**src/rtl/ipcmb_pkg.sv**
```systemverilog
// Shared types and constants for the interprocessor mailbox.
// Used by ipcmb_ctrl, ipcmb_datapath and interprocessor_fifo_mailbox.
package ipcmb_pkg;

  // Opcode values
  localparam logic OP_READ  = 1'b0;
  localparam logic OP_WRITE = 1'b1;

  // Register select codes
  localparam logic [1:0] REG_SYNC = 2'd0;
  localparam logic [1:0] REG_CTRL = 2'd1;
  localparam logic [1:0] REG_DATA = 2'd2;

  // Control register bit positions
  localparam int unsigned CTL_SEND_EMPTY = 0;
  localparam int unsigned CTL_SEND_FULL  = 1;
  localparam int unsigned CTL_SEND_IRQ   = 2;
  localparam int unsigned CTL_FLUSH      = 3;
  localparam int unsigned CTL_RECV_EMPTY = 8;
  localparam int unsigned CTL_RECV_FULL  = 9;
  localparam int unsigned CTL_RECV_IRQ   = 10;
  localparam int unsigned CTL_ERROR      = 14;
  localparam int unsigned CTL_ENABLE     = 15;

  localparam logic [3:0] NIBBLE_MASK = 4'hf;

  // Controller states, one-hot
  typedef enum logic [2:0] {
    ST_IDLE   = 3'b001,
    ST_EXEC   = 3'b010,
    ST_FINISH = 3'b100
  } state_e;

  // Commands from controller to datapath
  typedef struct packed {
    logic load;    // capture the incoming access
    logic exec;    // apply the access to the mailbox state
    logic finish;  // load the output register
  } cmd_t;

  // Status from datapath to controller
  typedef struct packed {
    logic out_busy;  // output register holds a transfer that is stalled
  } status_t;

endpackage

```
**src/rtl/ipcmb_ctrl.sv**
```systemverilog
// Mailbox controller: sequences each access through execute and finish.
// Depends on ipcmb_pkg.
module ipcmb_ctrl import ipcmb_pkg::*; (
  input  logic    clk_i,
  input  logic    rst_ni,
  input  logic    in_valid_i,
  output logic    in_stall_o,
  input  status_t status_i,
  output cmd_t    cmd_o
);

  state_e state_q, state_d;

  always_comb begin
    state_d     = state_q;
    cmd_o       = '0;
    in_stall_o  = 1'b1;
    case (state_q)
      ST_IDLE: begin
        in_stall_o = 1'b0;
        if (in_valid_i) begin
          cmd_o.load = 1'b1;
          state_d    = ST_EXEC;
        end
      end
      ST_EXEC: begin
        cmd_o.exec = 1'b1;
        state_d    = ST_FINISH;
      end
      ST_FINISH: begin
        // hold until the output register can take the result
        if (!status_i.out_busy) begin
          cmd_o.finish = 1'b1;
          state_d      = ST_IDLE;
        end
      end
      default: begin
        state_d = ST_IDLE;
      end
    endcase
  end

  always_ff @(posedge clk_i or negedge rst_ni) begin
    if (!rst_ni) begin
      state_q <= ST_IDLE;
    end else begin
      state_q <= state_d;
    end
  end

endmodule

```
**src/rtl/ipcmb_datapath.sv**
```systemverilog
// Mailbox datapath: access registers, FIFO store, pointers, flags, output register.
// Depends on ipcmb_pkg; driven by ipcmb_ctrl commands.
module ipcmb_datapath import ipcmb_pkg::*; #(
  parameter int unsigned FIFO_DEPTH = 16
) (
  input  logic        clk_i,
  input  logic        rst_ni,
  input  cmd_t        cmd_i,
  output status_t     status_o,
  input  logic        side_i,
  input  logic        opcode_i,
  input  logic [1:0]  reg_select_i,
  input  logic [31:0] write_data_i,
  output logic        out_valid_o,
  input  logic        out_stall_i,
  output logic [31:0] read_data_o,
  output logic        irq_side_zero_o,
  output logic        irq_side_one_o
);

  localparam int unsigned PW = (FIFO_DEPTH > 1) ? $clog2(FIFO_DEPTH) : 1;
  localparam int unsigned CW = $clog2(FIFO_DEPTH + 1);
  localparam int unsigned AW = $clog2(2 * FIFO_DEPTH);
  localparam int unsigned MEM_WORDS = 2 * FIFO_DEPTH;

  // captured access
  logic        side_q;
  logic        op_q;
  logic [1:0]  sel_q;
  logic [31:0] wdata_q;

  // mailbox state, indexed by side / FIFO number
  logic [PW-1:0] rptr_q [2];
  logic [PW-1:0] wptr_q [2];
  logic [CW-1:0] cnt_q  [2];
  logic [1:0]    enable_q;
  logic [1:0]    send_irq_en_q;
  logic [1:0]    recv_irq_en_q;
  logic [1:0]    err_q;
  logic [3:0]    sync_q [2];
  logic [31:0]   last_q [2];

  logic [31:0] mem [MEM_WORDS];
  logic [31:0] mem_rd_q;

  logic [31:0] stage_q;
  logic        pop_q;

  logic [31:0] out_data_q;
  logic        out_irq0_q, out_irq1_q;
  logic        out_valid_q;

  logic        oth;
  logic [1:0]  empty, full;
  logic        do_push, do_pop, push_err, pop_err;
  logic [AW-1:0] waddr, raddr;
  logic [31:0] ctl_val, sync_val;
  logic [1:0]  irq;

  assign oth = ~side_q;

  always_comb begin
    for (int q = 0; q < 2; q++) begin
      empty[q] = (cnt_q[q] == '0);
      full[q]  = (cnt_q[q] == CW'(FIFO_DEPTH));
    end
  end

  always_comb begin
    irq[0] = (send_irq_en_q[0] & empty[0]) | (recv_irq_en_q[0] & ~empty[1]);
    irq[1] = (send_irq_en_q[1] & empty[1]) | (recv_irq_en_q[1] & ~empty[0]);
  end

  // data port decode
  always_comb begin
    do_push  = 1'b0;
    push_err = 1'b0;
    do_pop   = 1'b0;
    pop_err  = 1'b0;
    if (cmd_i.exec && sel_q == REG_DATA && enable_q[side_q]) begin
      if (op_q == OP_WRITE) begin
        push_err = full[side_q];
        do_push  = ~full[side_q];
      end else begin
        pop_err = empty[oth];
        do_pop  = ~empty[oth];
      end
    end
  end

  assign waddr = side_q ? (AW'(FIFO_DEPTH) + AW'(wptr_q[side_q])) : AW'(wptr_q[side_q]);
  assign raddr = oth ? (AW'(FIFO_DEPTH) + AW'(rptr_q[oth])) : AW'(rptr_q[oth]);

  always_comb begin
    ctl_val = '0;
    ctl_val[CTL_SEND_EMPTY] = empty[side_q];
    ctl_val[CTL_SEND_FULL]  = full[side_q];
    ctl_val[CTL_SEND_IRQ]   = send_irq_en_q[side_q];
    ctl_val[CTL_RECV_EMPTY] = empty[oth];
    ctl_val[CTL_RECV_FULL]  = full[oth];
    ctl_val[CTL_RECV_IRQ]   = recv_irq_en_q[side_q];
    ctl_val[CTL_ERROR]      = err_q[side_q];
    ctl_val[CTL_ENABLE]     = enable_q[side_q];
    sync_val = {20'd0, sync_q[side_q] & NIBBLE_MASK, 4'd0, sync_q[oth] & NIBBLE_MASK};
  end

  function automatic logic [PW-1:0] ptr_next(input logic [PW-1:0] p);
    ptr_next = (p == PW'(FIFO_DEPTH - 1)) ? '0 : p + 1'b1;
  endfunction

  // capture
  always_ff @(posedge clk_i) begin
    if (cmd_i.load) begin
      side_q  <= side_i;
      op_q    <= opcode_i;
      sel_q   <= reg_select_i;
      wdata_q <= write_data_i;
    end
  end

  // FIFO store, registered read
  always_ff @(posedge clk_i) begin
    if (do_push) begin
      mem[waddr] <= wdata_q;
    end
    if (do_pop) begin
      mem_rd_q <= mem[raddr];
    end
  end

  // mailbox state
  always_ff @(posedge clk_i or negedge rst_ni) begin
    if (!rst_ni) begin
      for (int q = 0; q < 2; q++) begin
        rptr_q[q] <= '0;
        wptr_q[q] <= '0;
        cnt_q[q]  <= '0;
        sync_q[q] <= '0;
        last_q[q] <= '0;
      end
      enable_q      <= '0;
      send_irq_en_q <= '0;
      recv_irq_en_q <= '0;
      err_q         <= '0;
      pop_q         <= 1'b0;
    end else begin
      if (cmd_i.exec) begin
        pop_q <= do_pop;
        if (op_q == OP_WRITE && sel_q == REG_SYNC) begin
          sync_q[side_q] <= wdata_q[11:8];
        end
        if (op_q == OP_WRITE && sel_q == REG_CTRL) begin
          send_irq_en_q[side_q] <= wdata_q[CTL_SEND_IRQ];
          recv_irq_en_q[side_q] <= wdata_q[CTL_RECV_IRQ];
          enable_q[side_q]      <= wdata_q[CTL_ENABLE];
          if (wdata_q[CTL_FLUSH]) begin
            rptr_q[side_q] <= '0;
            wptr_q[side_q] <= '0;
            cnt_q[side_q]  <= '0;
          end
          if (wdata_q[CTL_ERROR]) begin
            err_q[side_q] <= 1'b0;
          end
        end
        if (push_err || pop_err) begin
          err_q[side_q] <= 1'b1;
        end
        if (do_push) begin
          wptr_q[side_q] <= ptr_next(wptr_q[side_q]);
          cnt_q[side_q]  <= cnt_q[side_q] + 1'b1;
        end
        if (do_pop) begin
          rptr_q[oth] <= ptr_next(rptr_q[oth]);
          cnt_q[oth]  <= cnt_q[oth] - 1'b1;
        end
      end
      if (cmd_i.finish && pop_q) begin
        last_q[side_q] <= mem_rd_q;
      end
    end
  end

  // read value staged at execute; a pop takes the store word at finish
  always_ff @(posedge clk_i) begin
    if (cmd_i.exec) begin
      if (op_q == OP_READ) begin
        case (sel_q)
          REG_SYNC: stage_q <= sync_val;
          REG_CTRL: stage_q <= ctl_val;
          REG_DATA: stage_q <= last_q[side_q];
          default:  stage_q <= '0;
        endcase
      end else begin
        stage_q <= '0;
      end
    end
  end

  // output register
  always_ff @(posedge clk_i) begin
    if (cmd_i.finish) begin
      out_data_q <= pop_q ? mem_rd_q : stage_q;
      out_irq0_q <= irq[0];
      out_irq1_q <= irq[1];
    end
  end

  always_ff @(posedge clk_i or negedge rst_ni) begin
    if (!rst_ni) begin
      out_valid_q <= 1'b0;
    end else if (cmd_i.finish) begin
      out_valid_q <= 1'b1;
    end else if (!out_stall_i) begin
      out_valid_q <= 1'b0;
    end
  end

  assign status_o.out_busy = out_valid_q & out_stall_i;
  assign out_valid_o       = out_valid_q;
  assign read_data_o       = out_data_q;
  assign irq_side_zero_o   = out_irq0_q;
  assign irq_side_one_o    = out_irq1_q;

endmodule

```
**src/rtl/interprocessor_fifo_mailbox.sv**
```systemverilog
// Interprocessor mailbox, top level: controller plus datapath.
// Order: each accepted access goes through execute, then finish, and its result is held in the output register.
// The controller takes no new access until the last one has finished, as set by the controller sequence and the
// registered read port of the FIFO store; a stalled output holds the finish step.
// Reset: pointers, counts, flags, enables, sync nibbles and last words clear at once;
// the FIFO store is not reset and needs no clearing pass.
module interprocessor_fifo_mailbox import ipcmb_pkg::*; #(
  parameter int unsigned FIFO_DEPTH = 16
) (
  input  logic        clk_i,
  input  logic        rst_ni,
  input  logic        in_valid_i,
  output logic        in_stall_o,
  input  logic        side_i,
  input  logic        opcode_i,
  input  logic [1:0]  reg_select_i,
  input  logic [31:0] write_data_i,
  output logic        out_valid_o,
  input  logic        out_stall_i,
  output logic [31:0] read_data_o,
  output logic        irq_side_zero_o,
  output logic        irq_side_one_o
);

  cmd_t    cmd;
  status_t status;

  ipcmb_ctrl u_ctrl (
    .clk_i      (clk_i),
    .rst_ni     (rst_ni),
    .in_valid_i (in_valid_i),
    .in_stall_o (in_stall_o),
    .status_i   (status),
    .cmd_o      (cmd)
  );

  ipcmb_datapath #(
    .FIFO_DEPTH (FIFO_DEPTH)
  ) u_dp (
    .clk_i           (clk_i),
    .rst_ni          (rst_ni),
    .cmd_i           (cmd),
    .status_o        (status),
    .side_i          (side_i),
    .opcode_i        (opcode_i),
    .reg_select_i    (reg_select_i),
    .write_data_i    (write_data_i),
    .out_valid_o     (out_valid_o),
    .out_stall_i     (out_stall_i),
    .read_data_o     (read_data_o),
    .irq_side_zero_o (irq_side_zero_o),
    .irq_side_one_o  (irq_side_one_o)
  );

  a_cmd_onehot: assert property (@(posedge clk_i) disable iff (!rst_ni)
    $onehot0({cmd.load, cmd.exec, cmd.finish}))
    else $error("more than one datapath command at once");

  a_accept_exec: assert property (@(posedge clk_i) disable iff (!rst_ni)
    (in_valid_i && !in_stall_o) |=> (cmd.exec && in_stall_o))
    else $error("accepted transfer not executed next cycle");

  a_finish_free: assert property (@(posedge clk_i) disable iff (!rst_ni)
    cmd.finish |-> !(out_valid_o && out_stall_i))
    else $error("finish overwrote a stalled result");

  a_finish_valid: assert property (@(posedge clk_i) disable iff (!rst_ni)
    cmd.finish |=> out_valid_o)
    else $error("finish did not present a result");

endmodule
```
**config.mk**
```make
export PLATFORM = sky130hd
export DESIGN_NAME = interprocessor_fifo_mailbox
export DESIGN_NICKNAME = d
export VERILOG_FILES = /design/src/rtl/ipcmb_pkg.sv /design/src/rtl/ipcmb_ctrl.sv /design/src/rtl/ipcmb_datapath.sv /design/src/rtl/interprocessor_fifo_mailbox.sv
export SDC_FILE = /design/constraint.sdc
export NUM_CORES = 1
export LEC_CHECK = 0
export BUFFER_PORTS_ARGS = -buffer_cell sky130_fd_sc_hd__buf_4
export CAP_MARGIN = 40
export CORE_ASPECT_RATIO = 0.9
export CORE_MARGIN = 2
export CORE_UTILIZATION = 63
export CTS_CLUSTER_DIAMETER = 100
export DETAILED_ROUTE_END_ITERATION = 10
export PLACE_DENSITY = 0.8
export SYNTH_ARGS = -nofsm -noshare
export SYNTH_HDL_FRONTEND = slang
export SYNTH_HIERARCHICAL = 1
export SYNTH_SLANG_ARGS = --single-unit
```
**constraint.sdc**
```tcl
create_clock -name clk_i -period 11.9 [get_ports clk_i]
set_input_delay 2.975 -clock clk_i [delete_from_list [all_inputs] [get_ports clk_i]]
set_output_delay 2.975 -clock clk_i [all_outputs]
set_load 0.05 [all_outputs]
```
==> flow_summary.json <==
{
  "ys_seq_area_share_pct": 74.4,
  "grt_busiest_layer": "met2",
  "grt_util_met3_pct": 8.54,
  "nets": 3315,
  "syn_area_um2": 50500,
  "cts_buffers": 114,
  "syn_inst": 3169,
  "cp.required_ns": 12.45,
  "cp-start-kind": "input port",
  "tightest_slew_ns": 1.03,
  "rsz0062_at_grt": "no",
  "drive_above_1_share_pct": 15.8,
  "ys_types": 68,
  "clock-root-buffer": "clkbuf_16",
  "setup_slack_ns": 6.95,
  "grt_usage_pct": 32.3,
  "critPathMaxFanout": 36,
  "worst_ep_arrival_time_ns": 5.50,
  "num_io_pins": 76,
  "status": "completed",
  "setup_tns_ns": 0,
  "final_cell_mix": "1158 x edfxtp_1, 313 x nand2_1, 263 x mux2i_1",
  "fin_util_pct": 71.3,
  "clk_pin_slew_ns": 0.06,
  "path_cells": "buf_4, and2_1, nor4b_2, buf_4, nand3_1, buf_4, mux2_2",
  "ys_seq_elements": 1269,
  "placed_cells": 4198,
  "path_class": "input port to flop",
  "gp_congestion": 0.844,
  "r2r_cells": 10,
  "period_minus_slack_ns": 4.95,
  "cpMostUsedCell": "buf_4",
  "finalPower_mw": 9.59,
  "fin_cells": 4417,
  "use_met2_pct": 49.0,
  "cts_buffer_depth": 3,
  "core_um2": 79300,
  "cts.sinks": 1269,
  "slowest_stage": "nand3_1",
  "synth_edf_count": 1158,
  "max_slew_margin_pct": 29.6,
  "gr-total-overflow": 0,
  "synth_warnings": 6,
  "start_util_pct": 63.6,
  "syn_nets": 3216,
  "drt_pass1_iterations": 7,
  "leakage_nw": 18.5,
  "period_share_pct": 41.6,
  "cts_hold_buf": 0,
  "async_flop_share_pct": 8.75,
  "cts_resized": 0,
  "ys.flop_type": "edfxtp_1",
  "end_kind": "flop",
  "grt_pass1_vias": 30512,
  "syn2layout_area_growth_pct": 12.1,
  "wirelength_um": 132000,
  "ant_nets": 0,
  "h-tree-depth": 3,
  "cap_violations": 0,
  "vias": 30656,
  "place_ws_ns": 6.28,
  "die_y_um": 273,
  "grt_max_degree": 90,
  "drt_iter0_markers": 4640,
  "report.final.slew_viol_count": 0,
  "design_area_um2": 56600,
  "via_per_inst": 6.94,
  "dp_hpwl_um": 72400,
  "die-area_um2": 82400,
  "cts_tree": "built",
  "setup_viol": 0,
  "wl_per_cell_um": 29.9,
  "insertion_delay_ns": 0.71,
  "finClkSkew_ns": 0.0550,
  "row_count": 98,
  "irDropWorstVdd_v": 0.000154,
  "fp.dieW_um": 302,
  "holdPathStages": 1,
  "fmax_mhz": 202,
  "whs_ns": 0.495,
  "final_common_cell": "edfxtp_1",
  "dpl_cell_area_um2": 52800,
  "grt_pass1_wl_um": 194000,
  "max_stage_delay_ns": 0.65,
  "post_cts_buffers": 0,
  "grt_use_met1_pct": 44.8,
  "antenna_found_initial": 2,
  "p_per_area_nw_per_um2": 169,
  "finalHoldViolations": 0,
  "hold_path_class": "flop to flop",
  "route.detailed.drc": 0,
  "n_fill_cell": 4593,
  "synth.avg_cell_area_um2": 15.9,
  "io_buffers": 75
}
-- power breakdown --
group	total (mW)	internal (mW)	switching, mW
clock network	3.63	2.04	1.59
registers	5.31	5.15	0.166
logic	0.646	0.223	0.423
-- cell usage after synthesis, types with 3 or more instances --
| master | number | area share, % |
|---|---|---|
| a2111oi_0 | 10 | 0.17 |
| a211oi_1 | 63 | 0.94 |
| a21o_1 | 5 | 0.074 |
| a21oi_1 | 100 | 0.99 |
| a22o_1 | 6 | 0.10 |
| a22oi_1 | 19 | 0.28 |
| a31oi_1 | 58 | 0.72 |
| a32o_1 | 3 | 0.060 |
| and2_1 | 3 | 0.037 |
| and3_1 | 4 | 0.050 |
| buf_1 | 13 | 0.097 |
| buf_2 | 73 | 0.72 |
| buf_4 | 35 | 0.52 |
| buf_6 | 6 | 0.13 |
| clkbuf_1 | 65 | 0.48 |
| dfrtp_1 | 110 | 5.5 |
| edfxtp_1 | 1158 | 69 |
| ha_1 | 7 | 0.17 |
| inv_1 | 11 | 0.082 |
| mux2_2 | 121 | 2.7 |
| mux2i_1 | 265 | 5.3 |
| mux4_2 | 16 | 0.71 |
| nand2_1 | 314 | 2.3 |
| nand2b_1 | 93 | 1.2 |
| nand3_1 | 121 | 1.2 |
| nand3b_1 | 4 | 0.060 |
| nor2_1 | 69 | 0.51 |
| nor2b_1 | 13 | 0.16 |
| nor3_1 | 8 | 0.079 |
| nor3b_1 | 3 | 0.045 |
| nor4_1 | 56 | 0.69 |
| o21ai_0 | 27 | 0.27 |
| o21bai_1 | 4 | 0.060 |
| o221ai_1 | 98 | 1.7 |
| o22ai_1 | 116 | 1.4 |
| o2bb2ai_1 | 8 | 0.14 |
| o31ai_1 | 32 | 0.48 |
| or3_1 | 5 | 0.062 |
| xnor2_1 | 7 | 0.12 |
-- final cells by class --
| class | instances | area [um2] | area share (%) |
|---|---|---|---|
| diodes | 2 | 5.00 | 0.00884 |
| clock buffers | 145 | 3040 | 5.37 |
| clock inverters | 68 | 656 | 1.16 |
| inverters | 14 | 62.6 | 0.111 |
| multi-input cells | 1692 | 12200 | 21.6 |
| flip-flops and latches | 1269 | 37600 | 66.4 |
| well taps | 1050 | 1310 | 2.32 |
| repair buffers | 177 | 1750 | 3.08 |
-- flip-flops by register name (all words and copies together) (netlist names), 8 cells and up, named ones only --
name and count:
u_dp/last_q 64, u_dp/mem 1024, u_dp/cnt_q 10, u_dp/sync_q 8, u_dp/wdata_q 32, u_dp/stage_q 32, u_dp/rptr_q 8, u_dp/wptr_q 8
u_dp/read_data_o 32, u_dp/mem_rd_q 32
-- worst max-delay path: cells and delay by family --
kind	cells	cell delay, ns
buf+inv	3	1.08
mux	1	0.30
simple gates	3	1.12
-- final timing paths --
path,start,to,slack (ns)
worst max-delay path,out_stall_i,u_dp/last_q[0],6.95
worst min-delay path,u_dp/wptr_q[1],u_dp/wptr_q[1],0.50
worst max register to register,u_dp/rptr_q[4],u_dp/mem_rd_q[5],7.07
worst min register to register,u_dp/wptr_q[1],u_dp/wptr_q[1],0.50
max in group asynchronous,rst_ni,u_dp/last_q[37],8.55
min in group asynchronous,rst_ni,u_dp/rptr_q[4],2.25
-- cell families after synthesis --
logic type / after synthesis / synth area share [%]
muxes: 403 / 8.70
DFF: 1269 / 74.4
AOI/OAI and AO/OA: 565 / 7.80
and+or+nand+nor: 709 / 6.69
xor gates and xnor gates: 8 / 0.139
buffers and inverters: 208 / 2.09
adders and majority gates: 7 / 0.174
-- metal layers --
layer | share of wire, % | vias to the layer above
li1 | - | 12695
met1 | 36 | 15132
met2 | 46 | 2437
met3 | 14 | 392
met4 | 4.5 | 0
met5 | 0 | -
Power figures use the tool's default switching activity.
